## src/hdl/atrp_pkg.sv

```systemverilog
package atrp_pkg;
    localparam int CordicStages = 16;
    localparam int AngleTableLen = 24;
    localparam int NStages = (CordicStages > AngleTableLen) ? AngleTableLen : CordicStages;
    // Square root: 32-bit radicand, 16-bit root, 2 result bits per stage
    localparam int SqrtBits = 16;
    localparam int SqrtPerStage = 2;
    localparam int SqrtStages = (SqrtBits + SqrtPerStage - 1) / SqrtPerStage;
    // CORDIC datapath widths (value << 8, gain ~1.65)
    localparam int VecW = 28;
    localparam int AccW = 24;
    // Input register, root stages, root register, CORDIC stages, rounding register
    localparam int PipeLat = 1 + SqrtStages + 1 + NStages + 1;

    typedef logic [31:0] t_rad;
    typedef logic [16:0] t_root;
    typedef logic signed [VecW-1:0] t_vec;
    typedef logic signed [AccW-1:0] t_acc;
    typedef logic signed [14:0] t_cdeg;

    typedef struct packed {
        t_vec x;
        t_vec y;
        t_acc z;
        logic zero;
    } t_cord;

    function automatic t_acc atan_lut(input int i);
        t_acc r;
        r = '0;
        case (i)
            0: r = 24'sd1152000;  1: r = 24'sd680065;  2: r = 24'sd359328;
            3: r = 24'sd182400;   4: r = 24'sd91554;   5: r = 24'sd45822;
            6: r = 24'sd22916;    7: r = 24'sd11459;   8: r = 24'sd5730;
            9: r = 24'sd2865;     10: r = 24'sd1432;   11: r = 24'sd716;
            12: r = 24'sd358;     13: r = 24'sd179;    14: r = 24'sd90;
            15: r = 24'sd45;      16: r = 24'sd22;     17: r = 24'sd11;
            18: r = 24'sd6;       19: r = 24'sd3;      20: r = 24'sd1;
            21: r = 24'sd1;       default: r = '0;
        endcase
        return r;
    endfunction
endpackage

```

## src/hdl/atrp_sqrt.sv

```systemverilog
module atrp_sqrt import atrp_pkg::*; (
    input  logic i_clk,
    input  logic i_en,
    input  t_rad i_rad,
    output t_root o_root
);
    // Per-stage remainder and partial root, restoring method
    logic [33:0] r_rem [1:SqrtStages];
    logic [16:0] r_root [1:SqrtStages];
    t_rad r_rad [1:SqrtStages-1];
    logic [33:0] w_rem [SqrtStages];
    logic [16:0] w_root [SqrtStages];
    t_rad w_rad [SqrtStages];
    logic [33:0] n_rem [SqrtStages];
    logic [16:0] n_root [SqrtStages];

    // Feed each stage: the fresh radicand first, then the registered stages
    always_comb begin
        w_rem[0] = '0;
        w_root[0] = '0;
        w_rad[0] = i_rad;
        for (int s = 1; s < SqrtStages; s++) begin
            w_rem[s] = r_rem[s];
            w_root[s] = r_root[s];
            w_rad[s] = r_rad[s];
        end
    end

    always_comb begin
        for (int s = 0; s < SqrtStages; s++) begin
            logic [33:0] rm;
            logic [16:0] rt;
            logic [33:0] trial;
            int b;
            rm = w_rem[s];
            rt = w_root[s];
            trial = '0;
            for (int k = 0; k < SqrtPerStage; k++) begin
                b = SqrtBits - 1 - (s * SqrtPerStage + k);
                if (b >= 0) begin
                    rm = {rm[31:0], w_rad[s][2*b+1 -: 2]};
                    trial = {15'd0, rt, 2'b01};
                    if (rm >= trial) begin
                        rm = rm - trial;
                        rt = {rt[15:0], 1'b1};
                    end else begin
                        rt = {rt[15:0], 1'b0};
                    end
                end
            end
            n_rem[s] = rm;
            n_root[s] = rt;
        end
    end

    // Advance the root pipeline
    always_ff @(posedge i_clk) begin
        if (i_en) begin
            for (int s = 0; s < SqrtStages; s++) begin
                r_rem[s+1] <= n_rem[s];
                r_root[s+1] <= n_root[s];
            end
            for (int s = 1; s < SqrtStages; s++) begin
                r_rad[s] <= w_rad[s-1];
            end
        end
    end

    // Round to nearest: remainder above root rounds up
    assign o_root = (r_rem[SqrtStages] > {17'd0, r_root[SqrtStages]})
                    ? r_root[SqrtStages] + 17'd1 : r_root[SqrtStages];
endmodule

```

## config.mk

```make
export PLATFORM = sky130hd
export DESIGN_NAME = atrp_sqrt
export DESIGN_NICKNAME = d
export VERILOG_FILES = /design/src/hdl/atrp_pkg.sv /design/src/hdl/atrp_sqrt.sv
export SDC_FILE = /design/constraint.sdc
export NUM_CORES = 1
export LEC_CHECK = 0
export BUFFER_PORTS_ARGS = -buffer_cell sky130_fd_sc_hd__buf_2
export CAP_MARGIN = 20
export CORE_UTILIZATION = 48
export DETAILED_ROUTE_END_ITERATION = 16
export PLACE_DENSITY = 0.66
export SKIP_CTS_REPAIR_TIMING = 1
export SYNTH_ARGS = -nofsm -noshare
export SYNTH_HDL_FRONTEND = slang
export SYNTH_SLANG_ARGS = --single-unit
```

## constraint.sdc

```tcl
create_clock -name i_clk -period 5.7 [get_ports i_clk]
set_input_delay 1.71 -clock i_clk [delete_from_list [all_inputs] [get_ports i_clk]]
set_output_delay 1.71 -clock i_clk [all_outputs]
set_load 0.005 [all_outputs]
```

# Yosys cells after proc, flatten, opt, wreduce, memory -nomap -nowiden
# Memory sizes are Yosys's and may differ from the RTL's.
# Index checks and enable logic that the tools add are counted.
# word_totals
ff_bits,0
ramBits,632
in_bits,34
output_inout_bits,17
elab_cells,72
memories,3
# classes
add_sub_neg,17
order_cmp,17
mux,35
# mem_list
name,words,word_bits,rd,rd_clocked_by_memory_dff,wr,line_no,rtl
r_rem,8,34,8,0,8,atrp_sqrt.sv:8,logic [33:0] r_rem [1:SqrtStages];
r_rad,7,32,7,0,7,atrp_sqrt.sv:10,t_rad r_rad [1:SqrtStages-1];
r_root,8,17,8,0,8,atrp_sqrt.sv:9,logic [16:0] r_root [1:SqrtStages];
# op_table
op,n
>= comparator 34 x 19 -> 1 bit,14
two-way mux 34 bit,8
two-way mux 32 bit,8
subtractor 34 x 19 -> 34 bit,7
subtractor 32 x 19 -> 32 bit,7
>= comparator 34 x 3 -> 1 bit,1
greater-than comparator 34 x 17 -> 1 bit,1
subtractor 34 x 3 -> 34 bit,1
two-way mux 1 bit,18
"adder 17 x 1 -> 17 bit, second input constant",1
two-way mux 17 bit,1
"subtractor 2 x 1 -> 3 bit, second input constant",1
">= comparator 2 x 1 -> 1 bit, second input constant",1

# Longest topological paths before layout
# An unclocked memory read counts as a cell.
# depth
depth_word,5
depth_mapped,26
ltp_nobuf,22

# Worst setup path after synthesis
# No wires, ideal clock.
# synth_timing
path_type,register to register
start,"register, netlist name r_rem[0][226]"
end,"register, netlist name r_rem[0][245]"
setup_ns,0.260
t_arrival_ns,5.751
t_required_ns,5.440
path_slack_ns,-0.311
path_stages_with_launch,22
n_path_buf,4
period_less_slack_ns,6.011
cell_sequence,edfxtp_1 or4_1 or3_1 a2111oi_1 nand3_1 inv_1 buf_2 clkbuf_1 buf_1 nand2_1 nand2_1 ha_1 a21o_1 a21o_1 a21o_1 a21oi_1 o21ai_0 o31ai_1 o211ai_1 nor4b_2 buf_2 mux2_2

==> metrics.cfg <==
[status]
status = complete, no violations

[placed_design]
place_hpwl_um = 63600
place_ws_ns = 0.0368
port_buffers = 50
placed_cells = 4019
gp_congestion = 0.954

[floorplanning]
num_io_pins = 51
core_mm2 = 0.0616
num_rows = 91
initial_core_util_pct = 48.5
die_h_um = 251
die_width_um = 251
dieArea_mm2 = 0.0632

[hold_path]
hold_start = r_rad[0][162]$_DFFE_PP_
holdPathStages = 0
hold_path.class = reg -> reg
whs_endpoint = r_rad[0][194]$_DFFE_PP_

[routing]
firstDrtPassIters = 6
routedWlPerCell_um = 19.6
routed_wirelength_um = 80800
drt_iter0_drc = 1635
ant_nets = 0
vias = 24400
drc_errors = 0
vias_per_cell = 5.94

[clocking]
tritoncts = done
cts_made_buffers = 47
root_buffer = clkbuf_16
htree_levels = 2
clock_path_buffers = 3
cts.sinks = 421
clk_pin_slew_worst_paths_ns = 0.06
insertion_delay_ns = 0.60

[logic_synthesis]
yosys.area.top_type_share_pct = 42.3
ys_ff_latch = 421
synth_top_flop_cell = edfxtp_1
synth_area_leaders = edfxtp_1 (42%), ha_1 (7.1%), xnor2_1 (6.1%), nor2_1 (3.7%), a21oi_1 (3.5%)
synth_cell_types = 96
yosys-top-cells-count = edfxtp_1 (421), nor2_1 (297), nand2_1 (251)
synth_edf_count = 421
yosysWarnings = 0
netlist_area_mm2 = 0.0299
async_flop_share_pct = 0
ys_seq_area_share_pct = 42.3
avgSynthCellArea_um2 = 9.59
synthDominantAreaCellType = edfxtp_1
synth.most_common_cell = edfxtp_1
synth_cells = 3114

[global_routing]
grt_usage_pct = 25.1
overflow = 0
antenna_found_initial = 1
grt_pass1_vias = 23200
grt_max_degree = 114
grt_pass1_wl_um = 126000

[setup_path]
path_cells = inv_1 -> ha_1 -> a21o_1 -> a21o_1 -> a21oi_1 -> o21ai_0 -> a21o_1 -> a31o_2 -> a21oi_1 -> o2111ai_2 -> and3_2 -> nand3_1 -> xnor2_1 -> buf_2
crit_buf_inv = 2
ff2ff_setup_slack_ns = 0.22
crit_family = compound AO/OA/AOI/OAI gates
timing.rr.start = r_rem[0][262]$_DFFE_PP_
endpoint_kind = primary output
cp.required_ns = 3.99
critPathKind = reg -> out
crit_path_start_kind = flip-flop
r2r_cells = 20
slowest_delay_ns = 0.47
worstPathMaxFanout = 7
crit_arrival_ns = 3.82
regToRegEndpoint = r_rem[0][299]$_DFFE_PP_
cpMaxStageDelayCell = edfxtp_1
crit_top_cell = a21o_1

[cells_and_area]
layout-drive-gt1-share_pct = 11.2
fillers = 5450
final_util_pct = 54.6
multi_input_area_mm2 = 0.0164
antenna_cells = 0
instances_no_fill = 4115
fin_nets = 3442
regArea_mm2 = 0.0126
syn2layout_area_growth_pct = 12.7

[run]
drv_cap = 0

[timing]
setup-violations-final = 0
setup_slack_ns = 0.171
tightest_slew_ns = 0.980
period_share_pct = 97.0
period_minus_slack_ns = 5.53
max_freq_mhz = 181
fin_setup_tns_ns = 0
final.setup_skew_ns = 0.0380
final_hold_viol_count = 0
slew_violations = 0
maxSlewHeadroom_pct = 34.1

[pwr]
powerDensity_mw_per_mm2 = 358
finalPower_uw = 12000
irDropWorstVdd_v = 0.000238
power.leakage_uw = 0.0128

-- layout make-up --
cell class,instances,share of cell area (%)
clock buffer,54,3.64
timing repair buffer,175,3.75
tap,837,3.11
sequential,421,37.6
clock inverter,34,1.33
multi-input combinational,2427,48.7
inverter,167,1.89
-- cell families after synthesis --
kind of cell,after synthesis,synth area share [%]
flip-flops,421,42.3
AND/OR/NAND/NOR,1170,20.1
adder cells (fa/ha/maj),169,7.08
buffers and inverters,268,3.52
AO/OA/AOI/OAI,723,16.1
multiplexers,39,1.45
XOR/XNOR,323,9.47
other,1,0.0126
-- through the flow --
stage | hold WS, ns | cell area (um^2)
floorplan | 0.400 | 29900
global placement | 0.400 | 31700
detailed placement | 0.405 | 31700
CTS | 0.416 | 33400
global route | 0.414 | 33700
finish | 0.416 | 33700
-- cells in the final DEF (no fill, tap or decap), types with 49 or more instances in the layout --
cell	count
a21o_1	57
a21oi_1	203
buf_2	49
buf_4	120
edfxtp_1	421
ha_1	169
inv_1	161
nand2_1	251
nand3_1	95
nor2_1	297
nor3_1	114
o21ai_0	115
xnor2_1	208
xor2_1	115
-- where the power goes --
| group | internal (uW) | switching (uW) |
|---|---|---|
| Sequential | 4060 | 452 |
| Combinational | 1780 | 2530 |
| Clock | 1960 | 1260 |
-- how the worst max path moves through the flow --
stage | start | endpoint | slack [ns] | depth (start not counted)
finish | r_root[0][143]$_DFFE_PP_ | o_root[11] | 0.17 | 14
global route | r_root[0][143]$_DFFE_PP_ | o_root[13] | -0.05 | 14
CTS | r_rem[0][261]$_DFFE_PP_ | r_rem[0][305]$_DFFE_PP_ | -0.01 | 20
detailed placement | r_rem[0][261]$_DFFE_PP_ | r_rem[0][297]$_DFFE_PP_ | 0.04 | 20
global placement | r_rem[0][262]$_DFFE_PP_ | r_rem[0][295]$_DFFE_PP_ | 0.08 | 20
floorplan | r_rem[0][226]$_DFFE_PP_ | r_rem[0][245]$_DFFE_PP_ | -0.03 | 21
-- metal layers --
metal	track usage (%)	share of wire, %
met1	33.6	45
met2	42.3	48
met3	3.08	4.3
met4	7.58	2.8
met5	0	0
-- sequential cells by signal, indices dropped and copies added (netlist names) --
register,count
r_rem,237
r_root,72
r_rad,112
(Power assumes the default switching activity.)
