## config.mk

```make
export PLATFORM = sky130hd
export DESIGN_NAME = atrp_cordic
export DESIGN_NICKNAME = d
export VERILOG_FILES = /design/src/hdl/atrp_pkg.sv /design/src/hdl/atrp_cordic.sv
export SDC_FILE = /design/constraint.sdc
export NUM_CORES = 2
export LEC_CHECK = 0
export ABC_CLOCK_PERIOD_IN_PS = 7900
export BUFFER_PORTS_ARGS = -buffer_cell sky130_fd_sc_hd__buf_4
export CORE_AREA = 3 3 577 293
export DETAILED_ROUTE_END_ITERATION = 7
export DIE_AREA = 0 0 580 296
export PLACE_DENSITY = 0.79
export SLEW_MARGIN = 25
export SYNTH_ARGS = -nofsm -noshare
export SYNTH_HDL_FRONTEND = slang
export SYNTH_SLANG_ARGS = --single-unit
```

## constraint.sdc

```tcl
create_clock -name i_clk -period 7.9 [get_ports i_clk]
set_input_delay 1.58 -clock i_clk [delete_from_list [all_inputs] [get_ports i_clk]]
set_output_delay 1.58 -clock i_clk [all_outputs]
set_load 0.01 [all_outputs]
```

## src/hdl/atrp_pkg.sv

```systemverilog
package atrp_pkg;
    localparam int CordicStages = 16;
    localparam int AngleTableLen = 24;
    localparam int NStages = (CordicStages > AngleTableLen) ? AngleTableLen : CordicStages;
    // Square root: 32-bit radicand, 16-bit root, 2 result bits per stage
    localparam int SqrtBits = 16;
    localparam int SqrtPerStage = 2;
    localparam int SqrtStages = (SqrtBits + SqrtPerStage - 1) / SqrtPerStage;
    // CORDIC datapath widths (value << 8, gain ~1.65)
    localparam int VecW = 28;
    localparam int AccW = 24;
    // Input register, root stages, root register, CORDIC stages, rounding register
    localparam int PipeLat = 1 + SqrtStages + 1 + NStages + 1;

    typedef logic [31:0] t_rad;
    typedef logic [16:0] t_root;
    typedef logic signed [VecW-1:0] t_vec;
    typedef logic signed [AccW-1:0] t_acc;
    typedef logic signed [14:0] t_cdeg;

    typedef struct packed {
        t_vec x;
        t_vec y;
        t_acc z;
        logic zero;
    } t_cord;

    function automatic t_acc atan_lut(input int i);
        t_acc r;
        r = '0;
        case (i)
            0: r = 24'sd1152000;  1: r = 24'sd680065;  2: r = 24'sd359328;
            3: r = 24'sd182400;   4: r = 24'sd91554;   5: r = 24'sd45822;
            6: r = 24'sd22916;    7: r = 24'sd11459;   8: r = 24'sd5730;
            9: r = 24'sd2865;     10: r = 24'sd1432;   11: r = 24'sd716;
            12: r = 24'sd358;     13: r = 24'sd179;    14: r = 24'sd90;
            15: r = 24'sd45;      16: r = 24'sd22;     17: r = 24'sd11;
            18: r = 24'sd6;       19: r = 24'sd3;      20: r = 24'sd1;
            21: r = 24'sd1;       default: r = '0;
        endcase
        return r;
    endfunction
endpackage

```

## src/hdl/atrp_cordic.sv

```systemverilog
module atrp_cordic import atrp_pkg::*; (
    input  logic i_clk,
    input  logic i_en,
    input  logic signed [16:0] i_opp,
    input  t_root i_adj,
    output t_cdeg o_angle
);
    t_cord r_st [1:NStages];
    t_cord w_st [NStages];
    t_cord n_st [NStages];
    t_cord r_out;
    t_acc  a_abs;
    logic [AccW-1:0] a_sum;
    logic [AccW-9:0] a_rnd;

    // Scale the operands into the first stage, then take the registered stages
    always_comb begin
        w_st[0].x = t_vec'({1'b0, i_adj, 8'd0});
        w_st[0].y = t_vec'({{(VecW-25){i_opp[16]}}, i_opp, 8'd0});
        w_st[0].z = '0;
        w_st[0].zero = (i_opp == '0) && (i_adj == '0);
        for (int i = 1; i < NStages; i++) w_st[i] = r_st[i];
    end

    // One micro-rotation per stage
    always_comb begin
        for (int i = 0; i < NStages; i++) begin
            n_st[i] = w_st[i];
            if (!w_st[i].y[VecW-1]) begin
                n_st[i].x = w_st[i].x + (w_st[i].y >>> i);
                n_st[i].y = w_st[i].y - (w_st[i].x >>> i);
                n_st[i].z = w_st[i].z + atan_lut(i);
            end else begin
                n_st[i].x = w_st[i].x - (w_st[i].y >>> i);
                n_st[i].y = w_st[i].y + (w_st[i].x >>> i);
                n_st[i].z = w_st[i].z - atan_lut(i);
            end
        end
    end

    always_ff @(posedge i_clk) begin
        if (i_en) begin
            for (int i = 1; i <= NStages; i++) r_st[i] <= n_st[i-1];
            r_out <= r_st[NStages];
        end
    end

    // Round half away from zero, clamp to +/-90 degrees
    assign a_abs = r_out.z[AccW-1] ? -r_out.z : r_out.z;
    assign a_sum = a_abs + t_acc'(128);
    assign a_rnd = a_sum[AccW-1:8];
    always_comb begin
        logic [14:0] m;
        m = (a_rnd > 9000) ? 15'd9000 : a_rnd[14:0];
        if (r_out.zero) o_angle = '0;
        else o_angle = r_out.z[AccW-1] ? -t_cdeg'(m) : t_cdeg'(m);
    end
endmodule

```

# ---- Word-level counts from Yosys, hierarchy flattened
# Memories as Yosys holds them, arrays and structs flattened. A register that Yosys moved wholly into a read port is not among the register bits.
# Index checks and enable logic that the tools add are counted.
# W data, S select, Z words.
dict set report totals {
  ff_bits 0
  mem_bits_rw 1296
  in_bits 36
  out_inout_bits 15
  wordCells 155
  memories 1
}
# memory depth width rd rd_clocked_by_memory_dff write_ports line_no
set mem_list {}
lappend mem_list {r_st 16 81 16 1 16 atrp_cordic.sv:8} ;# t_cord r_st [1:NStages];
dict set report op_classes {
  add_sub_neg 97
  magnitude_cmp 1
  mux 53
  n_reduce_logical 3
}
# op n
set ops {}
lappend ops {{$mux W80} 16}
lappend ops {{$mux W24} 32}
lappend ops {{$add A24 B24 Y24} 15}
lappend ops {{$sub A24 B24 Y24} 15}
lappend ops {{$add A28 B13 Y28} 2}
lappend ops {{$add A28 B14 Y28} 2}
lappend ops {{$add A28 B15 Y28} 2}
lappend ops {{$add A28 B16 Y28} 2}
lappend ops {{$add A28 B17 Y28} 2}
lappend ops {{$add A28 B18 Y28} 2}
lappend ops {{$add A28 B19 Y28} 2}
lappend ops {{$add A28 B20 Y28} 2}
lappend ops {{$add A28 B21 Y28} 2}
lappend ops {{$add A28 B22 Y28} 2}
lappend ops {{$add A28 B23 Y28} 2}
lappend ops {{$add A28 B24 Y28} 2}
lappend ops {{$add A28 B25 Y28} 2}
lappend ops {{$add A28 B26 Y28} 2}
lappend ops {{$add A28 B27 Y28} 2}
lappend ops {{$sub A28 B13 Y28} 2}
lappend ops {{$sub A28 B14 Y28} 2}
lappend ops {{$sub A28 B15 Y28} 2}
lappend ops {{$sub A28 B16 Y28} 2}
lappend ops {{$sub A28 B17 Y28} 2}
lappend ops {{22 further kinds} 36}

# ---- Logic depth before layout (Yosys ltp)
dict set report logic_depth {
  ltp_word 8
  ltp_mapped 21
  depth_no_buf 21
}

# ---- Worst setup path after synthesis
# No wires, ideal clock.
dict set report synth_path {
  path_type {reg2out}
  start {register r_out[8] (netlist name)}
  end {output port o_angle[14]}
  arrival_ns 3.632
  t_required_ns 6.320
  path_slack_ns 2.688
  stages_incl_launch_ff 18
  path_buffers 3
  cell_sequence {edfxtp_1 -> buf_6 -> or4_4 -> nand2b_4 -> buf_6 -> o41a_1 -> xnor2_2 -> and2_4 -> o211ai_1 -> a21o_1 -> buf_6 -> nand2b_1 -> ha_1 -> nand3_1 -> nand2b_1 -> nor2_1 -> and2_1 -> a311oi_1}
}
dict set report synth_via {
  elab_chain_len 8
}
# element line_no
set synth_lines {}
lappend synth_lines {{$neg A24 Y24} atrp_cordic.sv:49} ;# assign a_abs = r_out.z[AccW-1] ? -r_out.z : r_out.z;
lappend synth_lines {{$mux W24 *} atrp_cordic.sv:49}
lappend synth_lines {{$add A24 B9 Y24 *} atrp_cordic.sv:50} ;# assign a_sum = a_abs + t_acc'(128);
lappend synth_lines {{$gt A16 B14 Y1} atrp_cordic.sv:54} ;# m = (a_rnd > 9000) ? 15'd9000 : a_rnd[14:0];
lappend synth_lines {{$mux W15 *} atrp_cordic.sv:54}
lappend synth_lines {{$neg A15 Y15} atrp_cordic.sv:56} ;# else o_angle = r_out.z[AccW-1] ? -t_cdeg'(m) : t_cdeg'(m);
lappend synth_lines {{$mux W15 *} atrp_cordic.sv:56}
lappend synth_lines {{$mux W15 *} atrp_cordic.sv:55} ;# if (r_out.zero) o_angle = '0;
lappend synth_lines {{to (decl)} atrp_cordic.sv:6} ;# output t_cdeg o_angle
# Mark *: on every way between the ends. The rest lies on a longest branch, timed or not.

# ---- Worst setup path after layout
dict set report layout_path {
  start {register r_out[8] (netlist name)}
  end {output port o_angle[10]}
}
dict set report layout_via {
  elab_chain_len 8
}
# element line_no
set layout_lines {}
lappend layout_lines {{$neg A24 Y24} atrp_cordic.sv:49}
lappend layout_lines {{$mux W24 *} atrp_cordic.sv:49}
lappend layout_lines {{$add A24 B9 Y24 *} atrp_cordic.sv:50}
lappend layout_lines {{$gt A16 B14 Y1} atrp_cordic.sv:54}
lappend layout_lines {{$mux W15 *} atrp_cordic.sv:54}
lappend layout_lines {{$neg A15 Y15} atrp_cordic.sv:56}
lappend layout_lines {{$mux W15 *} atrp_cordic.sv:56}
lappend layout_lines {{$mux W15 *} atrp_cordic.sv:55}
# Marked as above.

==> results.txt <==
FMAX: 0.161 GHz
R2R Path Start: r_st[6][63]
Critical Path RT: 6320 ps
Leading area contributor after synthesis: edfxtp_1
Area delta synth->final: 7.10%
Hold Crit Start: r_st[3][6]
# DRC: 0
Post-CTS Resized: 0
Setup slack, reg-to-reg: 2440 ps
FFs w/ async S/R, synth: 0%
Clock Latency Late Sink: 720 ps
Final #Nets: 10.6k
Slowest-stage cell, CP: or4_4
Largest net degree at the start of global routing: 205
Max-slew headroom: 31.1%
Setup crit start kind: flop
Post-Synth XOR/XNOR Area: 13.1%
# clock sinks: 1080
Commonest non-fill, non-tap cell in the layout: edfxtp_1
Crit. Startpoint: r_out[8]
Post-synthesis adder-cell area fraction: 15.6%
Crit path time final: 6220 ps
CTS Root Buffer Type: clkbuf_16
Post-synth EDFFs: 1080
Hold/Removal Path Class: reg2reg
Max-cap violation count: 0
DR vias: 68.4k
FF/Latch Area: 32400 sq um
Post-route setup slack: 1680 ps
HPWL Detailed: 152000 um
Cell count after synthesis: 9374
Layout cell share with drive strength beyond 1: 3.77%
Total GRT Usage: 22.1%
Initial core utilization: 55.0%
Clock transition at the registers of the reported paths: 60 ps
Multi-input gate area in the final layout: 55600 sq um
CTS tree: yes
Critical path data arrival time: 4640 ps
DR pass1 iterations: 5
Largest family of logic cells by synthesized area: compound AO/OA/AOI/OAI gates
Clk_skew: 37.2 ps
Final Hold Fails: 0
Post-Place Cells: 11.5k
Die area: 172000 sq um
Simple-Gate Fraction of Synth Area: 14.0%
Mux share of post-synthesis cell area: 0.663%
Worst-Margin Slew: 1020 ps
Row Count: 105
Core area: 164000 sq um
Kind of critical path: reg2out
Post-synthesis sequential area ratio: 36.0%
Post-Place Setup Slack: 2390 ps
Die W: 580 um
Synth Area in Compound Gates: 18.4%
Die Ht: 296 um
Routed len/inst: 16.6 um
Vias in the first global route: 65.6k
Hold_buf cts: 0
Post-Route WL: 195000 um
Routed Antenna Nets: 0
Fin crit share: 78.8%
CP max stage delay: 600 ps
Run status: completed
I/O pins: 51
Ys Warns: 0
Setup repair bufs after CTS: 0
Global-route wire length before repair: 320000 um
Max-slew violations: 0
Top FF cell, synth: edfxtp_1
Critical path endpoint category: primary output
Ant. Diodes: 0
IO buf count: 50
Avg Synthesized Cell Area: 9.61 sq um
Area share of the largest cell type after synthesis: 36.0%
H-Tree Depth: 3
Max clock buf depth: 3
Synthesized net count: 10.5k
Flops & latches, synth: 1080
Worst-path fanout max: 10
RD Place Congestion: 0.970
Grt total ovfl: 0
Unrepaired setup endpoints after global routing: no
Fill count: 13.7k
Cell breakdown of the critical path: or4_4, mux2i_1, nand3_1, xnor2_1, and2_4, o211ai_1, a21o_1, nand2b_1, ha_1, nand3_1, nand2b_1, nor2_1, and2_1, nor2b_1, o21ai_0, a21oi_1, buf_4
Total negative slack: 0 ps
Finished Layout Cells: 11.7k
DR vias/cell: 5.83
Top cells by area, synth: edfxtp_1 36%, ha_1 15%, xnor2_1 8.5%
Post-synthesis cell type count: 80
TritonCTS buffer count: 104
Leading cell types in the layout, fill and taps excluded: 1080 x edfxtp_1, 1056 x ha_1, 1024 x nor2_1
Endpoints failing setup: 0
Post-Syn Area: 90100 sq um
Initial detailed-routing violation count: 4084
Initial antenna violation count: 1
critical path, delay by kind of cell, from the launching register on:
| kind | cells | cell delay (ps) |
|---|---|---|
| AOI/OAI and AO/OA | 4 | 520 |
| muxes | 1 | 380 |
| and+or+nand+nor | 9 | 1850 |
| adders and majority gates | 1 | 240 |
| xor gates and xnor gates | 1 | 290 |
| buffers and inverters | 1 | 150 |
| DFF | 1 | 520 |
cell type report:
cell class              count  share of cell area, %
clock inverters            69                  0.741
clock buffers             124                   2.78
well taps                2193                   2.84
multi-input cells        7758                   57.6
flip-flops and latches   1080                   33.6
inverters                 411                   1.60
repair buffers             91                  0.776
worst paths after layout:
kind	to	depth (start not counted)
setup / recovery	o_angle[10]	17
hold / removal	r_st[4][6]	0
setup reg to reg	r_st[7][52]	17
hold reg to reg	r_st[4][6]	0
metal layers:
metal / vias up / track usage, % / wire length [um]
met5: - / 0 / 0
met4: 0 / 8.12 / 7000
met3: 460 / 2.37 / 6690
met2: 1386 / 40.6 / 96500
met1: 31800 / 26.9 / 85000
li1: 34700 / - / -
synth_stat cells (66+ instances only):
| master | count |
|---|---|
| edfxtp_1 | 1080 |
| ha_1 | 1056 |
| nor2_1 | 1024 |
| a21oi_1 | 945 |
| xnor2_1 | 879 |
| xor2_1 | 463 |
| o21ai_0 | 445 |
| inv_1 | 409 |
| nand2_1 | 399 |
| a21o_1 | 343 |
| nor3_1 | 269 |
| o21a_1 | 172 |
| nor2b_1 | 155 |
| nand2b_1 | 154 |
| nand3_1 | 132 |
| o21bai_1 | 130 |
| clkbuf_1 | 94 |
| a31oi_1 | 90 |
| nor4_1 | 87 |
| a211oi_1 | 86 |
| and3_1 | 85 |
| or3_1 | 66 |
kinds of logic (layout without fill, tap and decap cells):
logic type,after synthesis,in the layout
muxes,56,56
DFF,1080,1080
and+or+nand+nor,2633,2633
xor gates and xnor gates,1343,1343
buffers and inverters,536,695
AOI/OAI and AO/OA,2629,2629
adders and majority gates,1097,1097
per-stage QoR:
stage	hold WS, ps	instance area, sq um	utilization [%]
after CTS	409	96400	58.9
final	413	96500	58.9
after global routing	422	96500	58.9
after detailed placement	405	93000	56.8
after global placement	401	93000	56.8
after floorplan	400	90100	-
registers in the layout (all words and copies together), names as in the netlist:
signal  flops
r_st     1062
r_out      18
Power is left out: the tool's default activity adds up to more than one toggle a clock period on the data nets, which glitch-free logic cannot reach.
